### config.mk
export PLATFORM = sky130hd
export DESIGN_NAME = hne_enc_cell
export DESIGN_NICKNAME = d
export VERILOG_FILES = /design/src/rtl/core/hne_pkg.sv /design/src/rtl/core/hne_enc_cell.sv
export SDC_FILE = /design/constraint.sdc
export NUM_CORES = 2
export LEC_CHECK = 0
export ABC_AREA = 1
export BUFFER_PORTS_ARGS = -buffer_cell sky130_fd_sc_hd__clkbuf_2
export CAP_MARGIN = 10
export CORE_AREA = 8 8 547 549
export DETAILED_ROUTE_END_ITERATION = 16
export DIE_AREA = 0 0 555 557
export GPL_ROUTABILITY_DRIVEN = 1
export SYNTH_ARGS = -nofsm -noshare
export SYNTH_HDL_FRONTEND = slang
export SYNTH_SLANG_ARGS = --single-unit
### constraint.sdc
create_clock -name clk -period 6.8 [get_ports clk]
set_input_delay 1.36 -clock clk [delete_from_list [all_inputs] [get_ports clk]]
set_output_delay 1.36 -clock clk [all_outputs]
set_load 0.05 [all_outputs]
### src/rtl/core/hne_pkg.sv
// Package for the height-map normal encoder: widths, codes, reset values
// and the structs passed between the square-root and encoder cells.
// No dependencies.
package hne_pkg;

  localparam int HEIGHT_BITS_DEF = 20;
  localparam int GAIN_W          = 8;
  localparam logic [GAIN_W-1:0] GAIN_RESET = 8'd50;

  localparam int CFG_DATA_W = 32;
  localparam int CFG_ADDR_W = 3;
  localparam logic [0:0] REG_SLOPE_GAIN = 1'b0;

  localparam int WORK_BITS = 23;
  localparam int ONE_W     = 17;
  localparam int ONE_SHIFT = 16;
  localparam int SQ_W      = 2 * WORK_BITS;
  localparam int SUM_W     = SQ_W + 1;
  localparam int ROOT_W    = 24;
  localparam int RAD_W     = 2 * ROOT_W;
  localparam int REM_W     = ROOT_W + 2;
  localparam int CZ_W      = 24;
  localparam int CZSQ_W    = 2 * CZ_W;
  localparam int LEN_W     = CZSQ_W + 1;
  localparam int K_SHIFT   = 14;
  localparam int K_W       = CZSQ_W + K_SHIFT;
  localparam int ENC_Q_W   = 8;
  localparam int ENC_CELLS = ENC_Q_W;
  localparam int P_W       = LEN_W + ENC_Q_W;
  localparam int CAND_W    = P_W + ENC_Q_W + 2;
  localparam int BYTE_W    = 8;
  localparam int OUT_W     = 3 * BYTE_W;

  typedef struct packed {
    logic                 sx;
    logic                 sy;
    logic [WORK_BITS-1:0] ax;
    logic [WORK_BITS-1:0] ay;
    logic [ONE_W-1:0]     one;
    logic [SQ_W-1:0]      axsq;
    logic [SQ_W-1:0]      aysq;
    logic [SUM_W-1:0]     sum;
  } sq_side_t;

  typedef struct packed {
    logic [RAD_W-1:0]  rad;
    logic [REM_W-1:0]  rem;
    logic [ROOT_W-1:0] root;
    sq_side_t          side;
  } sq_cell_t;

  typedef struct packed {
    logic [ENC_Q_W-1:0] q;
    logic [P_W-1:0]     p;
    logic [K_W-1:0]     qq;
    logic [K_W-1:0]     k;
    logic [LEN_W-1:0]   len2;
    logic               neg;
  } enc_lane_t;

  typedef enc_lane_t [2:0] enc_trio_t;

endpackage

### src/rtl/core/hne_enc_cell.sv
// One bit of the byte encoder for all three components, registered.
// Depends on hne_pkg.
module hne_enc_cell #(
  parameter int BIT = 7
) (
  input  logic               clk,
  input  logic               rst_n,
  input  logic               en,
  input  logic               vld_i,
  input  hne_pkg::enc_trio_t d_i,
  output logic               vld_o,
  output hne_pkg::enc_trio_t d_o
);
  import hne_pkg::*;

  logic [CAND_W-1:0] cand [3];
  logic              ok   [3];
  enc_trio_t         d_nxt;
  enc_trio_t         d_r;
  logic              vld_r;

  always_comb begin
    d_nxt = d_i;
    for (int l = 0; l < 3; l++) begin
      cand[l] = CAND_W'(d_i[l].qq) + (CAND_W'(d_i[l].p) << (BIT + 1))
              + (CAND_W'(d_i[l].len2) << (2 * BIT));
      ok[l]   = d_i[l].neg ? (cand[l] < CAND_W'(d_i[l].k))
                           : (cand[l] <= CAND_W'(d_i[l].k));
      if (ok[l]) begin
        d_nxt[l].q[BIT] = 1'b1;
        d_nxt[l].p      = d_i[l].p + (P_W'(d_i[l].len2) << BIT);
        d_nxt[l].qq     = K_W'(cand[l]);
      end
    end
  end

  always_ff @(posedge clk) begin
    if (!rst_n) begin
      vld_r <= 1'b0;
    end else if (en) begin
      vld_r <= vld_i;
    end
  end

  always_ff @(posedge clk) begin
    if (en) begin
      d_r <= d_nxt;
    end
  end

  assign vld_o = vld_r;
  assign d_o   = d_r;

endmodule

==> out/results.md <==
## Die
• core area: 0.290 sq mm
• total number of placement rows: 198
• Die X-Extent: 555 um
• y dimension of the die: 557 um
• DIE AREA: 0.309 sq mm
• num ports: 1439
• Initial Util: 18.9%

## Route
• average vias per placed instance: 4.61
• mean routed wirelength per cell: 28.4 um
• antenna-violating nets left: 0
• wire length the detailed router placed on met1: 141 mm
• Detail Route met2 WL: 159 mm
• iteration-0 DRC count of the detailed router: 5936
• routed wire length: 351 mm
• count of vias placed by the detailed router: 57100
• top routing layer used: met5
• DRC: 0
• total iterations of the first detailed-routing run: 8
• WL met3: 30.9 mm

## Run
• maximum capacitance violations: 0

## Worst setup path
• cell type of the slowest stage on the worst timing path: sky130_fd_sc_hd__fa_1
• largest stage delay on the critical path: 540 ps
• Crit Path Category: in2reg
• cell mode on critical path: sky130_fd_sc_hd__nand2_1
• required arrival time at the worst endpoint: 7320 ps
• CP max FO: 46
• type of origin of the critical path: primary input
• Arr. time, crit path: 6730 ps
• Critical Path Sink Type: register

## Synthesis
• number of warning messages in the yosys log: 0
• summed instance area of the synthesized netlist: 0.0548 sq mm
• EDFF count, synth: 717
• nets in the synthesized netlist: 7879
• dominant synthesized flop cell: sky130_fd_sc_hd__edfxtp_1
• mean area per synthesized cell: 8.45 sq um
• fraction of the yosys area taken by sequential cells: 39.3%
• flip-flop and latch count after synthesis: 718
• library cells used by synthesis: 57
• async set-reset flop share out of synthesis: 0%
• cell count after synthesis: 6489

## Pwr
• net switching component of the power: 10.4 mW
• power density relative to cell area: 303 mW/mm^2
• power share of the sequential group: 26.4%
• Static Leakage: 34.8 nW
• Clock Power Share: 24.1%
• internal power component: 11.9 mW
• maximum resistive drop on vdd: 299 uV
• Net Sw Frac: 46.6%
• Combinational Power Share: 49.4%

## STA
• final count of pins violating max slew: 0
• Slew HR: 18.4%
• RSZ-0062 raised after global routing: no
• actual slew at the worst max-slew pin: 1220 ps
• post-layout minimum cycle time: 6210 ps
• Setup Viol. Count Final: 0
• part of the cycle the worst path needs: 91.4%
• number of failing hold endpoints at the final stage: 0
• skew final: 0 ps
• peak clock frequency supported by timing: 161 MHz

## Global routing
• number of global-route vias before repair: 56400
• grt total ovfl: 0
• first-pass GRT wire length: 466 mm
• Overall Global Routing Usage: 21.5%
• maximum number of pins on one net before global-route repair: 152
• antenna violations before repair: 72

## Layout
• final instance area: 0.0734 sq mm
• most frequent standard cell in the layout excluding fill and tap cells: sky130_fd_sc_hd__nand2_1
• fin nets: 9765
• filler instances: 32000
• area overhead of the layout relative to synthesis: 33.8%
• leading cell types in the layout, fill and taps excluded: sky130_fd_sc_hd__nand2_1 (1670), sky130_fd_sc_hd__clkbuf_2 (1437), sky130_fd_sc_hd__inv_1 (785)
• multi-input combinational cell area: 0.0297 sq mm
• Reg area: 0.0216 sq mm
• share of the core filled with cells in the final layout: 25.3%
• layout cell share with drive strength beyond 1: 24.5%

## Place
• placer congestion estimate: 1.02
• HPWL after DPL: 308 mm
• Cell Area, Placed: 0.0701 sq mm
• count of input and output buffers: 1438

## Clock tree
• number of buffers added by the clock tree synthesis step: 96
• CTS Hold Bufs: 0
• count of cells resized by post-cts repair: 0
• Max H-tree Level: 3
• Clk Latency, worst-skew pair: 810 ps
• sinks on the clock net: 718
• cell at the root of the clock tree: sky130_fd_sc_hd__clkbuf_16
• CTS Buffer Depth: 4
• clk slew on worst S/H paths: 60 ps
• post-CTS repair timing setup buffer count: 0
• CTS tree: built

## Hold path
• worst min-delay path class: reg2reg

## Status
• status: completed

-- cells by family (layout without fill, tap and decap cells) --
kind of cell | Yosys count | after routing | synth area share (%)
and+or+nand+nor | 2927 | 2927 | 21.9
AOI/OAI and AO/OA | 1013 | 1013 | 10.5
buffers and inverters | 889 | 2849 | 6.60
DFF | 718 | 718 | 39.3
adders and majority gates | 669 | 669 | 17.3
xor gates and xnor gates | 273 | 273 | 4.37
other | 0 | 38 | 0
-- power by group through the flow --
stage          sequential [mW]  combinational [mW]  clock [mW]
2_1_floorplan             7.57                4.41           0
3_3_place_gp              5.98                10.9           0
3_5_place_dp              5.97                10.9           0
4_1_cts                   5.90                10.9        5.52
5_1_grt                   5.92                11.7        5.64
6_report                  5.88                11.0        5.37
-- critical path: cells and delay by family --
kind | cells | cell delay [ps]
and+or+nand+nor | 15 | 2130
adders and majority gates | 3 | 1240
buffers and inverters | 7 | 1060
AOI/OAI and AO/OA | 4 | 850
-- metrics by stage --
stage / power, mW / cells / setup slack [ps] / TNS, ps / hold slack (ps)
floorplan: 12.0 / 6489 / 1440 / 0 / 753
global placement: 16.9 / 12200 / -160 / -11030 / 524
detailed placement: 16.8 / 12200 / -107 / -7360 / 533
CTS: 22.3 / 12300 / 721 / 0 / 546
global route: 23.3 / 12400 / 398 / 0 / 594
finish: 22.2 / 12400 / 588 / 0 / 546
-- path summary, 6_finish.rpt --
kind / depth (start not counted) / to / slack [ps] / from
setup / recovery: 29 / d_o[432] / 590 / d_i[255]
hold reg to reg: 2 / vld_o / 550 / vld_o
setup reg to reg: 2 / vld_o / 6140 / vld_o
hold / removal: 2 / vld_o / 550 / vld_o
-- per-layer routing --
metal	vias to the layer above	track usage, %
li1	25800	-
met1	27700	26.6
met2	3088	35.0
met3	553	5.13
met4	10	10.8
met5	-	0
-- registers in the layout, indices dropped and copies added (netlist names) --
name   cells
d_o      717
vld_o      1
-- cell usage after synthesis (all sizes together), types with 39 or more instances --
master	n	area (sq um)
o21a	41	308
o21ai	260	1320
nor2	610	2320
edfxtp	717	21500
nand2	1679	6320
fa	150	3000
inv	790	2970
buf	96	642
nand4	43	269
a21oi	484	2430
nand3	480	2420
xor2	189	1660
a31oi	49	322
a21o	72	541
xnor2	84	736
nor3	70	377
ha	519	6490
o21bai	39	293
-- area by class of cell --
class / instances / share of cell area (%)
sequential: 718 / 29.4
clock buffer: 109 / 3.34
timing repair buffer: 1887 / 15.0
antenna: 38 / 0.130
inverter: 790 / 4.04
multi-input combinational: 4882 / 40.5
tap: 3900 / 6.65
clock inverter: 63 / 1.03
(Power assumes the default switching activity.)
