**src/rtl/core/hne_pkg.sv**
```systemverilog
// Package for the height-map normal encoder: widths, codes, reset values
// and the structs passed between the square-root and encoder cells.
// No dependencies.
package hne_pkg;

  localparam int HEIGHT_BITS_DEF = 20;
  localparam int GAIN_W          = 8;
  localparam logic [GAIN_W-1:0] GAIN_RESET = 8'd50;

  localparam int CFG_DATA_W = 32;
  localparam int CFG_ADDR_W = 3;
  localparam logic [0:0] REG_SLOPE_GAIN = 1'b0;

  localparam int WORK_BITS = 23;
  localparam int ONE_W     = 17;
  localparam int ONE_SHIFT = 16;
  localparam int SQ_W      = 2 * WORK_BITS;
  localparam int SUM_W     = SQ_W + 1;
  localparam int ROOT_W    = 24;
  localparam int RAD_W     = 2 * ROOT_W;
  localparam int REM_W     = ROOT_W + 2;
  localparam int CZ_W      = 24;
  localparam int CZSQ_W    = 2 * CZ_W;
  localparam int LEN_W     = CZSQ_W + 1;
  localparam int K_SHIFT   = 14;
  localparam int K_W       = CZSQ_W + K_SHIFT;
  localparam int ENC_Q_W   = 8;
  localparam int ENC_CELLS = ENC_Q_W;
  localparam int P_W       = LEN_W + ENC_Q_W;
  localparam int CAND_W    = P_W + ENC_Q_W + 2;
  localparam int BYTE_W    = 8;
  localparam int OUT_W     = 3 * BYTE_W;

  typedef struct packed {
    logic                 sx;
    logic                 sy;
    logic [WORK_BITS-1:0] ax;
    logic [WORK_BITS-1:0] ay;
    logic [ONE_W-1:0]     one;
    logic [SQ_W-1:0]      axsq;
    logic [SQ_W-1:0]      aysq;
    logic [SUM_W-1:0]     sum;
  } sq_side_t;

  typedef struct packed {
    logic [RAD_W-1:0]  rad;
    logic [REM_W-1:0]  rem;
    logic [ROOT_W-1:0] root;
    sq_side_t          side;
  } sq_cell_t;

  typedef struct packed {
    logic [ENC_Q_W-1:0] q;
    logic [P_W-1:0]     p;
    logic [K_W-1:0]     qq;
    logic [K_W-1:0]     k;
    logic [LEN_W-1:0]   len2;
    logic               neg;
  } enc_lane_t;

  typedef enc_lane_t [2:0] enc_trio_t;

endpackage

```
**src/rtl/core/hne_sqrt_cell.sv**
```systemverilog
// One digit of the restoring integer square root, registered.
// Depends on hne_pkg.
module hne_sqrt_cell (
  input  logic              clk,
  input  logic              rst_n,
  input  logic              en,
  input  logic              vld_i,
  input  hne_pkg::sq_cell_t d_i,
  output logic              vld_o,
  output hne_pkg::sq_cell_t d_o
);
  import hne_pkg::*;

  logic [REM_W+1:0] rr;
  logic [REM_W+1:0] trial;
  logic             ge;
  sq_cell_t         d_nxt;
  sq_cell_t         d_r;
  logic             vld_r;

  always_comb begin
    rr    = {d_i.rem, d_i.rad[RAD_W-1 -: 2]};
    trial = (REM_W+2)'({d_i.root, 2'b01});
    ge    = (rr >= trial);
    d_nxt = d_i;
    d_nxt.rem  = ge ? REM_W'(rr - trial) : REM_W'(rr);
    d_nxt.root = {d_i.root[ROOT_W-2:0], ge};
    d_nxt.rad  = {d_i.rad[RAD_W-3:0], 2'b00};
  end

  always_ff @(posedge clk) begin
    if (!rst_n) begin
      vld_r <= 1'b0;
    end else if (en) begin
      vld_r <= vld_i;
    end
  end

  always_ff @(posedge clk) begin
    if (en) begin
      d_r <= d_nxt;
    end
  end

  assign vld_o = vld_r;
  assign d_o   = d_r;

endmodule

```
**config.mk**
```make
export PLATFORM = sky130hd
export DESIGN_NAME = hne_sqrt_cell
export DESIGN_NICKNAME = d
export VERILOG_FILES = /design/src/rtl/core/hne_pkg.sv /design/src/rtl/core/hne_sqrt_cell.sv
export SDC_FILE = /design/constraint.sdc
export NUM_CORES = 1
export LEC_CHECK = 0
export BUFFER_PORTS_ARGS = -buffer_cell sky130_fd_sc_hd__buf_2
export CORE_AREA = 2 2 239 241
export DETAILED_ROUTE_END_ITERATION = 7
export DIE_AREA = 0 0 241 243
export PLACE_DENSITY = 0.47
export SETUP_SLACK_MARGIN = 0.2
export SLEW_MARGIN = 20
export SYNTH_ARGS = -nofsm -noshare
export SYNTH_HDL_FRONTEND = slang
export SYNTH_SLANG_ARGS = --single-unit
```
**constraint.sdc**
```tcl
create_clock -name clk -period 4 [get_ports clk]
set_input_delay 1.2 -clock clk [delete_from_list [all_inputs] [get_ports clk]]
set_output_delay 1.2 -clock clk [all_outputs]
set_load 0.05 [all_outputs]
```
==> flow_metrics.py, run 1 <==
metrics = {
    "outcome": {
        "status": "finished clean",
    },
    "power_and_ir_drop": {
        "power.leakage_nw": 6.99,
        "internal_power_w": 0.00630,
        "power.share.switching_pct": 31.1,
        "p_per_area_mw_per_mm2": 562,
        "vdd_ir_drop_max_mv": 0.287,
        "p_sw_w": 0.00284,
        "combPwrFrac_pct": 20.1,
        "seqPwrFrac_pct": 42.2,
        "pwr-share-clk_pct": 37.7,
    },
    "routing": {
        "drt_iter0_drc": 297,
        "drtAntennaViolNets": 0,
        "drc": 0,
        "avgRoutedWirePerCell_um": 19.5,
        "vias": 7524,
        "avgViaCountPerCell": 3.76,
        "routed_wl_um": 38900,
        "drtPass1Iterations": 4,
    },
    "timing": {
        "period_share_pct": 79.1,
        "max_freq_mhz": 316,
        "setup_slack_ns": 0.834,
        "rsz0062_at_grt": "false",
        "setup_viol_count_final": 0,
        "relSlewSlack_pct": 52.7,
        "skew_ns": 0,
        "fin_crit_ns": 3.17,
        "fin_setup_tns_ns": 0,
        "tightest_slew_ns": 0.710,
        "timing.final.hold_violations": 0,
        "slew_viol_final": 0,
    },
    "setup_path": {
        "crit_required_ns": 4.30,
        "cp-start-kind": "primary input",
        "critPathKind": "in -> reg",
        "cp-end-kind": "register",
        "critPathMaxFanout": 19,
        "arrival_ns": 3.47,
    },
    "die": {
        "dieHeight_um": 243,
        "dieArea_mm2": 0.0586,
        "dieWidth_um": 241,
        "core_mm2": 0.0560,
        "start_util_pct": 19.5,
        "core.rowCount": 87,
        "io_pins": 609,
    },
    "synth": {
        "synth_edf_count": 300,
        "synth.distinct_cells": 51,
        "synth-async-reset-ratio_pct": 0,
        "ys.warnings.count": 0,
        "synth_flop_cell": "edfxtp_1",
        "syn_inst": 552,
        "synth_area_per_cell_um2": 19.7,
        "ys_ff_latch": 301,
        "synth_area_mm2": 0.0109,
        "seq_area_frac_synth_pct": 82.9,
    },
    "final_layout": {
        "regArea_mm2": 0.00903,
        "final_core_util_pct": 29.1,
        "num-fill-cells": 5835,
        "syn2layout_area_growth_pct": 49.4,
        "multiInputGateArea_mm2": 0.00169,
        "nNetsFinal": 1542,
        "drive_gt1_share_pct": 57.1,
    },
    "global_routing": {
        "grt-ovfl-total": 0,
        "antenna_found_initial": 25,
        "grt_pass1_vias": 7582,
        "grt_usage_pct": 12.4,
        "grt_max_degree": 79,
        "grt_pass1_wl_um": 52000,
    },
    "cts": {
        "htree_levels": 2,
        "cts_sinks": 301,
        "cts_tree": "built",
        "cts_made_buffers": 38,
        "clk_latency_ns": 0.55,
        "post-cts-setup-buffers": 0,
        "ctsRootBufferMaster": "clkbuf_16",
        "post_cts_resized": 0,
        "hold_buffers": 0,
        "cts_buffer_depth": 3,
        "path_clk_slew_ns": 0.06,
    },
    "place": {
        "post-place-ws_ns": 0.227,
        "gp_congestion": 0.808,
        "io_buffers": 606,
        "dp_hpwl_um": 30900,
    },
    "run": {
        "cap_violations": 0,
    },
    "worst_hold_path": {
        "hold_path_class": "reg -> reg",
    },
}
==> metrics by stage <==
step | cell area, um^2 | total power (W) | hold slack [ns] | instances
after global placement | 15000 | 0.00578 | 0.498 | 1926
after detailed placement | 15000 | 0.00579 | 0.513 | 1926
after floorplan | 10900 | 0.00516 | 0.743 | 553
final | 16300 | 0.00914 | 0.525 | 1999
after global routing | 16300 | 0.00951 | 0.563 | 1998
after CTS | 16300 | 0.00933 | 0.526 | 1995
==> cells in the mapped netlist (2+ instances only) <==
master,instances,area (um^2)
inv_1,30,113
nand2b_1,3,18.8
nor2b_1,4,25.0
a21o_1,6,45.0
ha_1,26,325
buf_4,2,15.0
o211ai_1,2,15.0
mux2i_1,3,30.0
nor3_1,6,30.0
o21a_1,3,22.5
xnor2_1,13,114
buf_12,2,40.0
xor2_1,10,87.6
mux2_2,6,67.6
a41oi_1,2,17.5
buf_2,2,10.0
and4_1,2,17.5
nor2_1,16,60.1
edfxtp_1,300,9010
nand4_1,2,12.5
and3_1,3,18.8
nor2_2,2,12.5
mux2_4,16,240
a21oi_1,21,105
o21ai_0,15,75.1
a211oi_1,6,45.0
and2_1,3,18.8
nand2_1,21,78.8
o31ai_1,2,15.0
o21bai_1,2,15.0
==> sequential cells by signal (all words and copies together) (netlist names) <==
register  cells
d_o         300
vld_o         1
==> logic make-up (layout without fill, tap and decap cells) <==
group,after synthesis,after routing,share of synthesized area (%)
flops,301,301,82.9
compound gates,72,72,4.39
simple gates,68,68,3.08
fa+ha+maj,26,26,2.99
buf+inv,36,722,1.63
other cells,1,6,0.0344
xor+xnor,23,23,1.85
mux,25,25,3.10
==> power by group through the flow <==
| stage | clock (W) | sequential (W) | combinational (W) |
|---|---|---|---|
| global placement | 0 | 0.00392 | 0.00187 |
| floorplan | 0 | 0.00488 | 0.000278 |
| CTS | 0.00359 | 0.00386 | 0.00188 |
| global route | 0.00370 | 0.00388 | 0.00193 |
| finish | 0.00345 | 0.00385 | 0.00184 |
| detailed placement | 0 | 0.00392 | 0.00187 |
==> area by class of cell <==
type	instances	area share [%]
sequential	301	55.5
timing repair buffer	623	19.9
multi-input combinational	216	10.4
clock buffer	45	6.14
tap	756	5.81
clock inverter	24	1.55
inverter	30	0.692
antenna	4	0.0615
==> layer usage <==
layer	track usage, %	part of all wire [%]	vias to the layer above
li1	-	-	3458
met4	4.48	2.8	34
met1	12.5	34	3587
met5	0	0.55	-
met2	22.5	52	349
met3	5.38	10	96
==> critical path: stages <==
cell and delay [ns]:
buf_2 0.09, inv_1 0.04, ha_1 0.38, nand2b_1 0.10
a211o_1 0.30, a21oi_2 0.17, o211ai_2 0.11, a31oi_2 0.23
nor2_2 0.09, o21ai_4 0.18, buf_12 0.20, mux2_2 0.35
==> cell usage in the layout, fill, tap and decap left out, types with 4 or more instances in the layout <==
master and n:
buf_2 605, edfxtp_1 300, clkbuf_16 39, inv_1 30
ha_1 26, nand2_1 21, a21oi_1 21, nor2_1 16
mux2_4 16, o21ai_0 15, xnor2_1 13, buf_4 12
xor2_1 10, clkinv_1 7, a21o_1 6, nor3_1 6
a211oi_1 6, mux2_2 6, clkbuf_1 6, clkinv_2 5
buf_12 5, diode_2 4, nor2b_1 4, bufinv_16 4
==> worst paths after layout <==
kind,to,slack (ns),cells after the start,from
max,d_o[233]$_DFFE_PP_,0.83,12,d_i[204]
min,vld_o$_SDFFE_PN0P_,0.53,2,vld_o$_SDFFE_PN0P_
max reg2reg,vld_o$_SDFFE_PN0P_,3.41,2,vld_o$_SDFFE_PN0P_
min reg2reg,vld_o$_SDFFE_PN0P_,0.53,2,vld_o$_SDFFE_PN0P_
Power figures use the tool's default switching activity.
==> run 2: changes to the inputs <==
--- a/config.mk
+++ b/config.mk
@@ -9,7 +9,7 @@
 export CORE_AREA = 2 2 239 241
 export DETAILED_ROUTE_END_ITERATION = 7
 export DIE_AREA = 0 0 241 243
-export PLACE_DENSITY = 0.47
+export PLACE_DENSITY = 0.48
 export SETUP_SLACK_MARGIN = 0.2
 export SLEW_MARGIN = 20
 export SYNTH_ARGS = -nofsm -noshare
==> constraint.sdc (replaced) <==
create_clock -name clk -period 2.86 [get_ports clk]
set_input_delay 0.858 -clock clk [delete_from_list [all_inputs] [get_ports clk]]
set_output_delay 0.858 -clock clk [all_outputs]
set_load 0.05 [all_outputs]
==> flow_metrics.py, run 2 (synthesized netlist as in run 1, its figures left out) <==
metrics = {
    "global_routing": {
        "grt_pass1_wl_um": 55000,
        "grt-ovfl-total": 0,
        "grt_usage_pct": 13.1,
        "grt_max_degree": 57,
        "grt_pass1_vias": 8142,
        "antenna_found_initial": 25,
    },
    "cts": {
        "htree_levels": 2,
        "path_clk_slew_ns": 0.06,
        "cts_sinks": 301,
        "clk_latency_ns": 0.55,
        "cts_made_buffers": 38,
        "hold_buffers": 0,
        "ctsRootBufferMaster": "clkbuf_16",
        "cts_buffer_depth": 3,
        "cts_tree": "built",
    },
    "final_layout": {
        "fin_area_mm2": 0.0171,
        "final_common_cell": "buf_2",
        "syn2layout_area_growth_pct": 57.4,
        "nNetsFinal": 1627,
        "drive_gt1_share_pct": 62.6,
        "largest_reg_flops": 300,
        "layout_common_cells": "buf_2 (604), edfxtp_1 (300), buf_4 (95)",
    },
    "setup_path": {
        "critPathKind": "in -> reg",
        "r2r_slack_ns": 2.28,
        "cp-start-kind": "primary input",
        "crit_required_ns": 3.17,
        "timing.rr.start": "vld_o$_SDFFE_PN0P_",
        "critPathMaxFanout": 2,
        "slowest_stage": "mux2_4",
        "critPathMaxStageDelay_ns": 0.27,
        "cp-end-kind": "register",
        "arrival_ns": 2.92,
        "rr_worst_depth": 2,
        "cp_cell_sequence": "buf_2, inv_1, ha_4, o21a_1, o21ai_1, a21oi_2, or2_1, buf_4, a21boi_1, o21ai_0, xor2_1, mux2_4",
        "timing.rr.end": "vld_o$_SDFFE_PN0P_",
    },
    "routing": {
        "drt_iter0_drc": 267,
        "drtAntennaViolNets": 0,
        "routed_wl_um": 40400,
        "vias": 7833,
        "avgRoutedWirePerCell_um": 19.4,
        "drc": 0,
        "drtPass1Iterations": 4,
        "avgViaCountPerCell": 3.75,
    },
    "power_and_ir_drop": {
        "p_per_area_mw_per_mm2": 752,
        "power.leakage_nw": 7.42,
        "vdd_ir_drop_max_mv": 0.394,
        "power_w": 0.0129,
    },
    "timing": {
        "slew_viol_final": 0,
        "setup_viol_count_final": 0,
        "whs_ns": 0.474,
        "tightest_slew_ns": 0.604,
        "relSlewSlack_pct": 59.7,
        "period_share_pct": 91.3,
        "skew_ns": 0,
        "rsz0062_at_grt": "true",
        "fin_crit_ns": 2.61,
        "timing.final.hold_violations": 0,
        "fin_setup_tns_ns": 0,
        "max_freq_mhz": 383,
    },
    "die": {
        "io_pins": 609,
        "core_mm2": 0.0560,
        "core.rowCount": 87,
        "dieHeight_um": 243,
        "dieWidth_um": 241,
        "dieArea_mm2": 0.0586,
        "start_util_pct": 19.5,
    },
    "worst_hold_path": {
        "hold_start": "d_i[47]",
        "holdPathEnd": "d_o[47]$_DFFE_PP_",
        "hold_path_class": "in -> reg",
        "worstHoldPathCells": 1,
    },
    "outcome": {
        "status": "finished clean",
    },
    "place": {
        "io_buffers": 606,
        "dp_hpwl_um": 32600,
        "dpl-instance-area_mm2": 0.0158,
        "gp_congestion": 0.796,
    },
    "run": {
        "cap_violations": 0,
    },
}
run 2: cell count changes in the layout (fill, tap and decap cells not counted), moves of 3 or more:
cell      before  now
buf_4         12   95
ha_1          26   12
ha_4           0   11
diode_2        4    9
inv_1         30   25
clkinv_1       7    3
inv_2          0    4
a21oi_1       21   18
a21oi_2        1    4
clkinv_2       5    8
ha_2           0    3
o21ai_0       15   12
run 2: timing repair:
action | CTS | global route
setup endpoints to repair | 22 | 25
resized for setup | 3 | 20
setup buffers | 0 | 4
pin swaps | 0 | 2
run 2: metrics by stage:
| stage | instances | setup slack (ns) | util [%] |
|---|---|---|---|
| floorplan | 553 | -0.136 | - |
| global placement | 2007 | -0.478 | 28.2 |
| detailed placement | 2007 | -0.514 | 28.2 |
| CTS | 2076 | 0.198 | 30.4 |
| global route | 2082 | 0.130 | 30.6 |
| finish | 2089 | 0.249 | 30.6 |
run 2: power breakdown:
group / switching [W] / internal (W)
sequential: 0.000104 / 0.00530
clock: 0.00193 / 0.00280
combinational: 0.00198 / 0.000777
run 2: area by class of cell:
| cell class | instances | area [um^2] |
|---|---|---|
| Fill cell | 5756 | 38800 |
| Sequential cell | 301 | 9030 |
| Timing Repair Buffer | 708 | 3890 |
| Multi-Input combinational cell | 216 | 1890 |
| Clock buffer | 46 | 1000 |
| Tap cell | 756 | 946 |
| Clock inverter | 23 | 233 |
| Inverter | 30 | 125 |
| Antenna cell | 9 | 22.5 |
run 2: layer usage:
layer	share of wire [%]	global-route usage, %
met1	33	12.5
met3	11	6.66
met4	3.1	5.01
met5	0.38	0
met2	52	23.5
run 2: worst max-delay path by stage:
stage,slack [ns],startpoint,endpoint
6_report,0.25,d_i[208],d_o[244]$_DFFE_PP_
3_3_place_gp,-0.48,d_i[216],d_o[231]$_DFFE_PP_
2_1_floorplan,-0.14,d_i[204],d_o[236]$_DFFE_PP_
4_1_cts,0.20,d_i[204],d_o[235]$_DFFE_PP_
3_5_place_dp,-0.51,d_i[216],d_o[232]$_DFFE_PP_
5_1_grt,0.13,d_i[207],d_o[235]$_DFFE_PP_
run 2: worst max-delay path, delay by kind of cell:
| kind | cells | cell delay [ns] |
|---|---|---|
| AO/OA/AOI/OAI | 5 | 0.80 |
| XOR/XNOR | 1 | 0.19 |
| adder cells (fa/ha/maj) | 1 | 0.21 |
| buffers and inverters | 3 | 0.36 |
| multiplexers | 1 | 0.27 |
| AND/OR/NAND/NOR | 1 | 0.23 |
